==> src/sv/hsv_palette_tint_assert.svh <==
// Assertion macros used by the hsv_palette_tint queue.
`ifndef HSV_PALETTE_TINT_ASSERT_SVH
`define HSV_PALETTE_TINT_ASSERT_SVH

// Checks that cons holds in the same cycle as ante.
`define HPT_ASSERT_NOW(label, ante, cons, msg) \
  label: assert property (@(posedge clk) disable iff (rst) (ante) |-> (cons)) \
    else $error(msg);

// Checks that cons holds in the cycle after ante.
`define HPT_ASSERT_NEXT(label, ante, cons, msg) \
  label: assert property (@(posedge clk) disable iff (rst) (ante) |=> (cons)) \
    else $error(msg);

`endif

==> src/sv/hpt_pkg.sv <==
// Types and constants shared by the hsv_palette_tint modules.
package hpt_pkg;

  typedef struct packed {
    logic [7:0] in_red;
    logic [7:0] in_green;
    logic [7:0] in_blue;
  } pixel_t;

  typedef struct packed {
    logic [7:0] out_red;
    logic [7:0] out_green;
    logic [7:0] out_blue;
  } tinted_t;

  typedef enum logic [1:0] {
    HUE_RED,
    HUE_GREEN,
    HUE_BLUE
  } hue_base_t;

  typedef enum logic [2:0] {
    SEC_RY,
    SEC_YG,
    SEC_GC,
    SEC_CB,
    SEC_BM,
    SEC_MR
  } sector_t;

  typedef struct packed {
    hue_base_t   hue_base;
    logic        hue_neg;
    logic [20:0] hue_num;
    logic [8:0]  hue_den;
    logic        sat_zero;
    logic [24:0] sat_num;
    logic [8:0]  sat_den;
    logic [7:0]  vmax;
  } cls_t;

  typedef struct packed {
    cls_t pix;
    cls_t tint;
  } item_t;

  localparam logic [1:0] REG_TINT_RED   = 2'd0;
  localparam logic [1:0] REG_TINT_GREEN = 2'd1;
  localparam logic [1:0] REG_TINT_BLUE  = 2'd2;

  localparam logic [7:0] NEAR_COUNT = 8'd2;

endpackage

==> src/sv/hpt_queue.sv <==
// Short queue between the front stage and the arithmetic pipeline.
`include "hsv_palette_tint_assert.svh"
module hpt_queue import hpt_pkg::*; #(
  parameter int DEPTH = 4
) (
  input  logic  clk,
  input  logic  rst,
  input  logic  push,
  input  item_t wdata,
  input  logic  pop,
  output item_t rdata,
  output logic  full,
  output logic  empty
);

  localparam int PW = $clog2(DEPTH);
  localparam int CW = $clog2(DEPTH + 1);

  item_t         mem [DEPTH];
  logic [PW-1:0] wptr;
  logic [PW-1:0] rptr;
  logic [CW-1:0] cnt;

  assign full  = (cnt == CW'(DEPTH));
  assign empty = (cnt == '0);
  assign rdata = mem[rptr];

  always_ff @(posedge clk) begin
    if (rst) begin
      wptr <= '0;
      rptr <= '0;
      cnt  <= '0;
    end else begin
      if (push) begin
        wptr <= (wptr == PW'(DEPTH - 1)) ? '0 : wptr + 1'b1;
      end
      if (pop) begin
        rptr <= (rptr == PW'(DEPTH - 1)) ? '0 : rptr + 1'b1;
      end
      if (push && !pop) begin
        cnt <= cnt + 1'b1;
      end else if (pop && !push) begin
        cnt <= cnt - 1'b1;
      end
    end
  end

  always_ff @(posedge clk) begin
    if (push) begin
      mem[wptr] <= wdata;
    end
  end

  `HPT_ASSERT_NEXT(a_cnt_up, push && !pop, cnt == $past(cnt) + 1'b1, "Queue count did not rise.")
  `HPT_ASSERT_NEXT(a_cnt_dn, pop && !push, cnt == $past(cnt) - 1'b1, "Queue count did not fall.")
  `HPT_ASSERT_NOW(a_no_ovf, full, !push, "Write into a full queue.")
  `HPT_ASSERT_NOW(a_no_unf, empty, !pop, "Read from an empty queue.")

endmodule

==> config.mk <==
export PLATFORM = sky130hd
export DESIGN_NAME = hpt_queue
export DESIGN_NICKNAME = d
export VERILOG_FILES = /design/src/sv/hpt_pkg.sv /design/src/sv/hpt_queue.sv
export VERILOG_INCLUDE_DIRS = /design/src /design/src/sv
export SDC_FILE = /design/constraint.sdc
export NUM_CORES = 1
export LEC_CHECK = 0
export BUFFER_PORTS_ARGS = -buffer_cell sky130_fd_sc_hd__buf_2
export CORE_MARGIN = 2
export CORE_UTILIZATION = 60
export DETAILED_ROUTE_END_ITERATION = 6
export HOLD_SLACK_MARGIN = 0.03
export PLACE_DENSITY = 0.86
export SLEW_MARGIN = 20
export SYNTH_ARGS = -nofsm -noshare
export SYNTH_HDL_FRONTEND = slang
export SYNTH_SLANG_ARGS = --single-unit
==> constraint.sdc <==
create_clock -name clk -period 7 [get_ports clk]
set_clock_uncertainty 0.1 [all_clocks]
set_input_delay 0.7 -clock clk [delete_from_list [all_inputs] [get_ports clk]]
set_output_delay 0.7 -clock clk [all_outputs]
set_load 0.05 [all_outputs]
==> results.yml <==
setup_path:
  criticalPathCategory: "reg -> out"
  r2r-end: "mem[3][47]$_DFFE_PP_"
  regToRegSetupSlack_ns: 4.14
  cp_max_fo: 41
  cp.arrival_ns: 2.96
  end_kind: "primary output"
  regToRegStartpoint: "wptr[0]$_SDFFE_PP0P_"
  required_ns: 6.20
  critPathLaunchType: "flop"
  r2r_cells: 3
placement:
  placed_area_um2: 24400
  portBuffers: 309
  dpl.cell_count: 1591
  place.gp.congestion: 0.748
  hpwl_um: 24600
clock_network:
  cts.path.max_buffers: 3
  insertion_delay_ns: 0.59
  htree_levels: 2
  ctsResizeCount: 0
  cts_tree: "done"
  numCtsBuffers: 57
  cts-root-buf: "clkbuf_16"
  cts_num_sinks: 617
  ctsHoldBuffers: 0
  cts.clk_slew.worst_paths_ns: 0.06
  cts_setup_buffers: 0
detailed_routing:
  wire_per_inst_um: 25.0
  drt_first_pass_iters: 7
  vias: 9979
  drtIter0Drc: 685
  wirelength_um: 42800
  vias_per_cell: 5.84
  drc: 0
  ant_nets: 0
layout:
  drive_gt1_frac: 0.452
  fin_cells: 1708
  final_area_um2: 26300
  utilization: 0.717
  area_growth_pct: 17.5
  nets: 1346
  nFillCells: 2058
power_and_ir_drop:
  power_density_nw_per_um2: 316
  irDropWorstVdd_mv: 0.255
  leakage_nw: 8.81
global_routing:
  busiest_layer: "met2"
  grt_pass1_wl_um: 63600
  grt_use_met3: 0.0664
  grt_max_degree: 146
  track_usage: 0.224
  use_met2: 0.360
  overflow: 0
  use_met1: 0.300
  grt_antenna_before_repair: 14
  grt_pass1_vias: 10500
floorplan:
  ios: 310
  start_util: 0.610
  fp.dieW_um: 197
  core_area_um2: 36600
  dieArea_um2: 38800
  num_rows: 70
  dieHeight_um: 197
synthesis:
  synth_top_cells_by_area: "edfxtp_1 (82%), mux4_2 (15%), dfxtp_1 (0.81%)"
  syn-cell-area_um2: 22300
  synth_top_cell_by_area: "edfxtp_1"
  synthAdderAreaFrac: 0.00426
  synthMuxAreaShare: 0.155
  yosys_warnings: 0
  synth-seq-cells: 617
  synth_compound_area_frac: 0.000672
  synth_cells: 838
  synth_area_per_cell_um2: 26.7
  ys_types: 18
  async_flop_share: 0
  synth-main-ff-cell: "edfxtp_1"
  synthTopCellsByCount: "edfxtp_1 (608), mux4_2 (152), buf_2 (17)"
  synth_edf_count: 608
  syn-num-nets: 1001
  synthSimpleGateAreaFrac: 0.00347
  synth_top_cell_area_share: 0.817
  synth_top_family_by_area: "multiplexers"
  synth_xor_area_frac: 0.000784
  synth_most_common_cell: "edfxtp_1"
  synth.yosys.seq_area_share: 0.825
run_status:
  outcome: "finished, final reports clean"
min_path:
  hold_class: "in -> reg"
  hold_path_end: "mem[0][120]$_DFFE_PP_"
  whs_path_depth: 1
  hp-start: "wdata[120]"
timing:
  finalSetupViolCount: 0
  slew_violations: 0
  timing.fmax_mhz: 266
  tightest_slew_ns: 1.01
  hold_viol_final: 0
  period_share: 0.538
  max_slew_margin: 0.325
  tns_ns: 0
  fin_crit_ns: 3.76
  rsz0062_at_grt: "false"
run:
  drv_cap: 0
[layer usage]
layer / part of all wire / wire length [um]
met1: 0.38 / 16400
met2: 0.50 / 21500
met3: 0.092 / 3940
met4: 0.019 / 803
met5: 0.0025 / 109
[worst max-delay path: stages (launching register included)]
cell and delay [ns]:
dfxtp_4 0.72, buf_4 0.73, mux4_2 0.60, buf_2 0.23
[state kept, by name (all words and copies together), names as in the netlist, named ones only]
| name | cells |
|---|---|
| rptr | 2 |
| cnt | 3 |
| mem | 608 |
| wptr | 2 |
[worst max-delay path by stage]
| stage | depth (start not counted) | end | slack [ns] |
|---|---|---|---|
| after floorplan | 1 | mem[0][0]$_DFFE_PP_ | 2.20 |
| after global placement | 3 | rdata[107] | 3.75 |
| after detailed placement | 3 | mem[1][59]$_DFFE_PP_ | 3.74 |
| after CTS | 3 | rdata[126] | 3.10 |
| after global routing | 3 | rdata[130] | 2.97 |
| final | 3 | rdata[105] | 3.24 |
[metrics by stage]
step	hold WS, ns	setup WS (ns)	total power, mW
global route	0.196	2.97	8.54
CTS	0.177	3.10	8.37
floorplan	0.360	2.20	5.13
detailed placement	0.437	3.74	5.40
finish	0.216	3.24	8.30
global placement	0.383	3.75	5.37
[power by group]
part / internal (mW) / total (mW) / switching [mW]
clock network: 1.73 / 2.98 / 1.24
logic: 0.297 / 1.02 / 0.726
registers: 4.24 / 4.30 / 0.0605
total: 6.27 / 8.30 / 2.03
[placed cells by master (no fill, tap or decap)]
cell type	count
dfxtp_1	7
buf_12	3
nor3b_1	2
edfxtp_1	608
buf_4	7
bufinv_16	5
buf_16	1
or3_1	1
clkbuf_1	16
and2_4	4
clkbuf_8	1
nor3_1	1
fa_1	1
diode_2	10
clkbuf_16	59
mux4_2	152
clkinvlp_4	1
buf_2	309
inv_1	4
ha_1	6
a21oi_1	2
nor2_1	7
inv_6	1
clkinv_1	12
dfxtp_4	2
xor2_1	2
clkinv_2	11
mux2i_1	4
o21ai_0	1
[logic make-up (layout without fill, tap and decap cells)]
group | after synthesis | in the layout
simple gates | 15 | 15
buf+inv | 38 | 430
fa+ha+maj | 7 | 7
compound gates | 3 | 3
flops | 617 | 617
other cells | 0 | 10
mux | 156 | 156
xor+xnor | 2 | 2
[final cells by class]
class	count	area (um2)	share of cell area
timing repair buffer	320	1690	0.0642
sequential	617	18400	0.703
antenna	10	25.0	0.000953
inverter	4	15.0	0.000572
multi-input combinational	183	3680	0.140
tap	468	586	0.0223
clock inverter	30	267	0.0102
clock buffer	76	1550	0.0591
(Power assumes the default switching activity.)
