<file path="config.mk">
export PLATFORM = sky130hd
export DESIGN_NAME = hpt_front
export DESIGN_NICKNAME = d
export VERILOG_FILES = /design/src/sv/hsv_palette_tint_assert.svh /design/src/sv/hpt_pkg.sv /design/src/sv/hpt_front.sv
export SDC_FILE = /design/constraint.sdc
export NUM_CORES = 1
export LEC_CHECK = 0
export ABC_CLOCK_PERIOD_IN_PS = 13350
export CAP_MARGIN = 5
export CORE_MARGIN = 2
export CORE_UTILIZATION = 59
export CTS_BUF_LIST = sky130_fd_sc_hd__clkbuf_16
export DETAILED_ROUTE_END_ITERATION = 16
export DONT_BUFFER_PORTS = 1
export PLACE_DENSITY = 0.75
export RECOVER_POWER = 100
export REMOVE_ABC_BUFFERS = 1
export SLEW_MARGIN = 40
export SYNTH_ARGS = -nofsm -noshare
export SYNTH_HDL_FRONTEND = slang
export SYNTH_SLANG_ARGS = --single-unit
export TNS_END_PERCENT = 10
</file>
<file path="constraint.sdc">
create_clock -name clk -period 13.35 [get_ports clk]
set_clock_uncertainty 0.1 [all_clocks]
set_input_delay 0.6675 -clock clk [delete_from_list [all_inputs] [get_ports clk]]
set_output_delay 0.6675 -clock clk [all_outputs]
set_load 0.01 [all_outputs]
</file>
<file path="src/sv/hsv_palette_tint_assert.svh">
// Assertion macros used by the hsv_palette_tint queue.
`ifndef HSV_PALETTE_TINT_ASSERT_SVH
`define HSV_PALETTE_TINT_ASSERT_SVH

// Checks that cons holds in the same cycle as ante.
`define HPT_ASSERT_NOW(label, ante, cons, msg) \
  label: assert property (@(posedge clk) disable iff (rst) (ante) |-> (cons)) \
    else $error(msg);

// Checks that cons holds in the cycle after ante.
`define HPT_ASSERT_NEXT(label, ante, cons, msg) \
  label: assert property (@(posedge clk) disable iff (rst) (ante) |=> (cons)) \
    else $error(msg);

`endif

</file>
<file path="src/sv/hpt_pkg.sv">
// Types and constants shared by the hsv_palette_tint modules.
package hpt_pkg;

  typedef struct packed {
    logic [7:0] in_red;
    logic [7:0] in_green;
    logic [7:0] in_blue;
  } pixel_t;

  typedef struct packed {
    logic [7:0] out_red;
    logic [7:0] out_green;
    logic [7:0] out_blue;
  } tinted_t;

  typedef enum logic [1:0] {
    HUE_RED,
    HUE_GREEN,
    HUE_BLUE
  } hue_base_t;

  typedef enum logic [2:0] {
    SEC_RY,
    SEC_YG,
    SEC_GC,
    SEC_CB,
    SEC_BM,
    SEC_MR
  } sector_t;

  typedef struct packed {
    hue_base_t   hue_base;
    logic        hue_neg;
    logic [20:0] hue_num;
    logic [8:0]  hue_den;
    logic        sat_zero;
    logic [24:0] sat_num;
    logic [8:0]  sat_den;
    logic [7:0]  vmax;
  } cls_t;

  typedef struct packed {
    cls_t pix;
    cls_t tint;
  } item_t;

  localparam logic [1:0] REG_TINT_RED   = 2'd0;
  localparam logic [1:0] REG_TINT_GREEN = 2'd1;
  localparam logic [1:0] REG_TINT_BLUE  = 2'd2;

  localparam logic [7:0] NEAR_COUNT = 8'd2;

endpackage

</file>
<file path="src/sv/hpt_front.sv">
// Front stage: takes pixel transfers and classifies pixel and tint for the hue and saturation divides.
module hpt_front import hpt_pkg::*; (
  input  logic       clk,
  input  logic       rst,
  input  pixel_t     pixel,
  input  logic       pixel_valid,
  output logic       pixel_stall,
  input  logic [7:0] tint_red,
  input  logic [7:0] tint_green,
  input  logic [7:0] tint_blue,
  output item_t      item,
  output logic       push,
  input  logic       q_full
);

  function automatic cls_t classify(input logic [7:0] r, input logic [7:0] g,
                                    input logic [7:0] b);
    logic [7:0] mx;
    logic [7:0] mn;
    logic [7:0] delta;
    logic [7:0] a;
    logic [7:0] c;
    logic       hz;
    logic [7:0] mag;
    cls_t       res;
    mx = r;
    mn = r;
    if (g > mx) mx = g;
    if (b > mx) mx = b;
    if (g < mn) mn = g;
    if (b < mn) mn = b;
    delta = mx - mn;
    hz = (delta <= NEAR_COUNT);
    if (mx - r <= NEAR_COUNT) begin
      res.hue_base = HUE_RED;
      a = g;
      c = b;
    end else if (mx - g <= NEAR_COUNT) begin
      res.hue_base = HUE_GREEN;
      a = b;
      c = r;
    end else begin
      res.hue_base = HUE_BLUE;
      a = r;
      c = g;
    end
    if (hz) begin
      res.hue_base = HUE_RED;
      a = 8'd0;
      c = 8'd0;
    end
    res.hue_neg = (a < c);
    mag = res.hue_neg ? c - a : a - c;
    res.hue_num = hz ? 21'd0 : (21'(mag) << 13) - (21'(mag) << 9) + 21'(delta);
    res.hue_den = hz ? 9'd2 : {delta, 1'b0};
    res.sat_zero = (mx <= NEAR_COUNT);
    res.sat_num = (25'(delta) << 17) - (25'(delta) << 1) + 25'(mx);
    res.sat_den = res.sat_zero ? 9'd2 : {mx, 1'b0};
    res.vmax = mx;
    return res;
  endfunction

  logic  fv;
  logic  accept;
  item_t item_next;

  assign pixel_stall = fv & q_full;
  assign push        = fv & ~q_full;
  assign accept      = pixel_valid & ~pixel_stall;

  always_comb begin
    item_next.pix  = classify(pixel.in_red, pixel.in_green, pixel.in_blue);
    item_next.tint = classify(tint_red, tint_green, tint_blue);
  end

  always_ff @(posedge clk) begin
    if (rst) begin
      fv <= 1'b0;
    end else begin
      fv <= accept | (fv & ~push);
    end
  end

  always_ff @(posedge clk) begin
    if (accept) begin
      item <= item_next;
    end
  end

endmodule

</file>
==> metrics.txt, run 1 <==
Post-CTS Setup Inserts=0; worst reg-to-reg setup slack=6.38 ns; Worst R2R Start=fv$_SDFF_PP0_; critical path fanouts, max=28; PD cells=254.7 nW/um2; total placed cells including tap cells=1642; Sw Ratio=45.89%; drt via density=around 6.6; Critical Path End Type=flip-flop; PortBufs=0; router iterations before antenna repair=7; largest net degree at the start of global routing=85; first-pass GRT wire length=55.56 mm; Relative slew margins=-212.2%; share of total power in sequential cells=28.3%; design area=13690 um2; Clock Sinks=143; Final nets=1583; Yosys cell types=95; core area=21690 um2; layout cells sized above 1=6.887%; Final ANT Viol Nets=0; Skew-Pair Late Insertion Delay=0.43 ns; crit path time final=12.33 ns; Die Width=152.1 um; Synth Register Bits=approximately 140; hpwl dp=26.97 mm; clock network fraction of total power=about 14%; vias=11.04k; clock slew at reported path FFs=0.07 ns; Critical-path top delay cell=or2_1; Synth Area in Compound Gates=20.84%; CTS Buffer Depth=2; Pint=1886 uW; path type of the worst setup path=in -> reg; Final Cycle Share=92.33%; Final Non-Filler Cells=1674; Cell Rows=54; status=complete, but fails checks; DRC violations left=0; # diodes=0; sequential area share after synthesis=33.09%; GR Overflow Total=0; setup TNS=0 ns; die footprint=around 23000 um2; number of antenna violations at the first check in global routing=0; largest family of logic cells by synthesized area=compound AO/OA/AOI/OAI gates; Fmax=81.13 MHz; Iteration-0 DRC Markers=989; Placed Area=roughly 13000 um2; final hold violation count=0; GP Congestion=slightly above 1; Synth Cell Area=12950 um2; Setup violations, final=0; pre-CTS setup slack=between 1 and 1.5 ns; Mean Syn Cell Area=9.295 um2; WP data arrival=12.39 ns; routed len/inst=21.36 um; Req. time, crit path=13.42 ns; synthesized instance count=1393; Post-synth EDFFs=142; Gate power share=57.4%; GRT Util Overall=30.01%; Initial Util=59.70%; Vert. Die Dim=152.1 um; CTS tree=built; routed wire length=roughly 36 mm; synth-to-layout area growth=5.721%; Leak=~0.0057 uW; final slew viol count=145; failing checks=capacitance limit, slew limit; ys async rst share=0%; worst hold endpoint=fv$_SDFF_PP0_; clk root buf=clkbuf_16; R2R cell count=4; post-synthesis xor/xnor area fraction=under 10%; vias in the first global route=10.28k; IO Pins=206; CTS buffer count=17; peak supply drop=around 0.00016 V; Simple-Gate Fraction of Synth Area=between 15 and 20%; hold crit path type=in -> reg; r2r endpoint=item[143]$_SDFFCE_PP0P_; MaxCap Viol Count=2; Post-Synth Adder-Cell Area=15.23%; Hold Crit Depth=1; post-synthesis mux area share=3.711%; Main synth FF type=edfxtp_1; final worst slack=roughly 1.0 ns; PostCTS Resize Cnt=0; CP Launch Type=input pin; HP Start=rst; switching pwr=around 1600 uW; H-tree levels=4; Syn. warnings=0; worst slew pin tran=4.683 ns; hold_buf cts=0; unrepaired setup endpoints after global routing=false; CP peak stage delay=about 0.67 ns
critical path, delay by kind of cell:
family	cells	cell delay, ns
fa+ha+maj	5	1.61
simple gates	14	3.45
xor+xnor	3	0.66
mux	1	0.39
buf+inv	3	0.84
compound gates	17	4.73
synth_stat cells, types with 12 or more instances:
cell	n	area, um2
xor2_1	15	131.4
and3_1	24	150.1
mux2i_1	20	200.2
a21oi_1	89	445.4
nand2_1	110	412.9
mux2_2	18	202.7
inv_1	106	397.9
ha_1	140	1752
xnor2_1	68	595.6
nand3_1	30	150.1
nor3_1	29	145.1
nand2b_1	17	106.4
a21o_1	17	127.6
o211ai_1	50	375.4
and2_1	12	75.07
buf_4	12	90.09
nor2_1	124	465.5
nor2b_1	25	156.4
buf_2	14	70.07
o211a_1	21	210.2
o21ai_0	74	370.4
edfxtp_1	142	4264
o21a_1	18	135.1
clkbuf_1	18	67.56
routing by layer:
layer,up-vias,share of wire [%],track usage (%)
li1,5094,-,-
met1,5229,41,38.89
met2,592,46,47.81
met3,127,9.2,7.309
met4,0,4.2,13.62
met5,-,0,0
cells by family after synthesis:
| family | Yosys count |
|---|---|
| compound gates | 385 |
| mux | 43 |
| buf+inv | 162 |
| xor+xnor | 84 |
| fa+ha+maj | 152 |
| other cells | 1 |
| flops | 143 |
| simple gates | 423 |
area by class of cell:
cell class,instances,area [um2]
sequential,143,4284
tap,280,350.3
multi-input combinational,1093,7939
clock inverter,15,193.9
fill,1824,8000
timing repair buffer,16,82.58
clock buffer,17,425.4
inverter,110,412.9
power groups by stage:
stage	registers (uW)	logic (uW)	clock network [uW]
3_5_place_dp	995	1970	0
5_1_grt	998	2230	522
3_3_place_gp	992	1910	0
4_1_cts	987	2000	503
6_report	986	2000	499
2_1_floorplan	956	1540	0
stage by stage:
step | power, uW | util, % | hold WS, ns
global route | 3750 | 63.11 | 0.1849
global placement | 2907 | 60.69 | 0.6066
CTS | 3486 | 63.63 | 0.1794
finish | 3486 | 63.11 | 0.1960
floorplan | 2497 | - | 0.5342
detailed placement | 2967 | 60.77 | 0.6216
placed cells by master, fill, tap and decap left out, drive strengths merged, types with 22 or more instances in the layout:
| master | n |
|---|---|
| edfxtp | 142 |
| ha | 140 |
| nor2 | 125 |
| inv | 116 |
| nand2 | 110 |
| a21oi | 92 |
| o21ai | 75 |
| xnor2 | 69 |
| o211ai | 59 |
| nor3 | 32 |
| nand3 | 31 |
| clkbuf | 27 |
| nor2b | 25 |
| and3 | 24 |
| mux2i | 22 |
flip-flops by register name, summed over array words and instances, names as in the netlist:
register and cells:
item 142, fv 1
how the worst max path moves through the flow:
stage	from	endpoint	slack, ns
floorplan	pixel[17]	item[145]$_SDFFCE_PP0P_	2.01
global placement	pixel[17]	item[145]$_SDFFCE_PP0P_	1.07
detailed placement	pixel[17]	item[145]$_SDFFCE_PP0P_	1.12
CTS	pixel[17]	item[145]$_SDFFCE_PP0P_	1.53
global route	pixel[17]	item[146]$_SDFFCE_PP0P_	0.21
finish	tint_red[1]	item[72]$_SDFFCE_PP0P_	1.02
Power figures use the tool's default switching activity.
==> run 2, diff against run 1 <==
--- a/config.mk
+++ b/config.mk
@@ -12,7 +12,7 @@
 export CTS_BUF_LIST = sky130_fd_sc_hd__clkbuf_16
 export DETAILED_ROUTE_END_ITERATION = 16
 export DONT_BUFFER_PORTS = 1
-export PLACE_DENSITY = 0.75
+export PLACE_DENSITY = 0.81
 export RECOVER_POWER = 100
 export REMOVE_ABC_BUFFERS = 1
 export SLEW_MARGIN = 40
==> run 2 against run 1 <==
- the run still ends with capacitance limit, slew limit left
- highest routed layer unchanged
- flip-flop and latch count is the same
- total power shrank 1.1%
- hold slack gained 0.0057 ns
- register-to-register slack gained 2.7 ns
- wire length grew 0.79%
- combinational power is essentially flat
- non-clock buffer count grew 4
- cell count grew 0.24%
- sequential share of layout area grew 0.086 points
- via count shrank 0.48%
- die area is the same
==> metrics.txt, run 2 (synthesis results as in run 1) <==
core area=21690 um2 (unchanged); largest reg by FF count=item; Vert. Die Dim=152.1 um (unchanged); Overall Power=3447 uW (-1.1%); R2R cell count=3 (-1); worst slew pin tran=4.183 ns (-0.5002 ns); final hold violation count=0 (unchanged); Req. time, crit path=13.40 ns (-0.02 ns); CTS buffer count=17 (unchanged); worst setup path start=tint_red[1]; Clock Sinks=143 (unchanged); router iterations before antenna repair=7 (unchanged); peak supply drop=0.0002221 V (+36%); layout cells sized above 1=7.082% (+0.19 points); first-pass GRT wire length=56.70 mm (+2.1%); hold_buf cts=0 (unchanged); die footprint=23150 um2 (unchanged); Placed Area=13210 um2 (+0.23%); vias in the first global route=10.27k (-0.097%); GR Overflow Total=0 (unchanged); Relative slew margins=-178.9% (+33 points); design area=13650 um2 (-0.27%); CP Launch Type=input pin; final core utilization=62.94% (-0.17 points); failing checks=capacitance limit, slew limit; total placed cells including tap cells=1646 (+0.24%); PortBufs=0 (unchanged); Die Width=152.1 um (unchanged); synth-to-layout area growth=5.431%; MaxCap Viol Count=2 (unchanged); crit path time final=12.33 ns (+0.005760 ns); worst reg-to-reg setup slack=9.07 ns (+2.69 ns); Final nets=1587 (+0.25%); final slew viol count=144 (-0.69%); largest net degree at the start of global routing=77 (-9.4%); IO Pins=206 (unchanged); most frequent CP cell=ha_1; Leak=0.005640 uW (-0.20%); Initial Util=59.70% (unchanged); Skew-Pair Late Insertion Delay=0.43 ns (about the same); CTS tree=built; WP data arrival=12.38 ns (about the same); Critical-path top delay cell=or4_1; hold crit path type=in -> reg; status=complete, but fails checks; most frequent cells in the layout=edfxtp_1 (142), ha_1 (140), nor2_1 (124), nand2_1 (110), inv_1 (109); DRC violations left=0 (unchanged); routed wire length=36.04 mm (+0.79%); H-tree levels=4 (unchanged); Setup violations, final=0 (unchanged); critical path fanouts, max=25 (-11%); GRT Util Overall=30.59% (+0.58 points); GP Congestion=1.046 (+2.4%); Cell Rows=54 (unchanged); vias=10.99k (-0.48%); # diodes=0 (unchanged); r2r endpoint=item[147]$_SDFFCE_PP0P_; Final Non-Filler Cells=1678 (+0.24%); Final Cycle Share=92.38% (about the same); Iteration-0 DRC Markers=1370 (+39%); Post-CTS Setup Inserts=0 (unchanged); CP peak stage delay=0.57 ns (-0.10 ns); PD cells=252.5 nW/um2 (-0.86%); CP Capture Point=item[69]$_SDFFCE_PP0P_; number of antenna violations at the first check in global routing=0 (unchanged); hpwl dp=27.43 mm (+1.7%); clk root buf=clkbuf_16; CTS Buffer Depth=2 (unchanged); Largest register FFs=142 (unchanged); clock slew at reported path FFs=0.06 ns (about the same); Fmax=81.09 MHz (about the same); registers with the most flip-flops=item (142), fv (1); path type of the worst setup path=in -> reg; drt via density=6.549 (-0.72%); Critical Path End Type=flip-flop; Worst R2R Start=fv$_SDFF_PP0_; unrepaired setup endpoints after global routing=false; setup TNS=0 ns (unchanged); PostCTS Resize Cnt=0 (unchanged); Final ANT Viol Nets=0 (unchanged); most common cell after layout, fill and taps aside=edfxtp_1; routed len/inst=21.47 um (+0.55%)
run 2: cell types whose count changed in the layout (fill, tap and decap cells not counted), moves of 2 or more:
cell	before	now
clkinv_4	0	2
buf_4	6	8
inv_1	107	109
clkinv_1	1	3
buf_6	0	2
clkinv_8	4	0
inv_8	6	2
inv_6	1	4
run 2: area by class of cell:
type / instances / area (um2)
clock buffers: 17 / 425.4
clock inverters: 15 / 112.6
fillers: 1785 / 8038
inverters: 110 / 412.9
multi-input cells: 1093 / 7945
flip-flops and latches: 143 / 4284
well taps: 280 / 350.3
repair buffers: 20 / 120.1
run 2: how the worst min path moves through the flow:
stage,end,slack (ns),cells past startpoint,from
2_1_floorplan,fv$_SDFF_PP0_,0.53,3,fv$_SDFF_PP0_
3_3_place_gp,fv$_SDFF_PP0_,0.60,3,fv$_SDFF_PP0_
3_5_place_dp,fv$_SDFF_PP0_,0.61,3,fv$_SDFF_PP0_
4_1_cts,fv$_SDFF_PP0_,0.19,1,rst
5_1_grt,fv$_SDFF_PP0_,0.18,1,rst
6_report,fv$_SDFF_PP0_,0.20,1,rst
run 2: metrics by stage:
stage,hold WS [ns],setup slack (ns)
4_1_cts,0.1904,1.220
2_1_floorplan,0.5342,2.013
6_report,0.2017,1.018
3_3_place_gp,0.6032,1.034
3_5_place_dp,0.6058,0.9190
5_1_grt,0.1808,0.2494
run 2: power by group:
group	switching (uW)	internal [uW]
sequential	164	821
combinational	1210	802
clock	206	240
run 2: layer usage:
layer,global-route usage (%),part of all wire (%),vias up
met3,6.997,9.2,119
met4,11.57,3.8,0
met5,0,0,-
li1,-,-,5111
met1,40.67,41,5139
met2,49.06,46,620
run 2: critical path, delay by kind of cell:
family / cells / cell delay, ns
xor gates and xnor gates: 2 / 0.66
buffers and inverters: 3 / 1.02
AOI/OAI and AO/OA: 13 / 3.73
adders and majority gates: 5 / 1.59
and+or+nand+nor: 14 / 3.90
muxes: 2 / 0.81
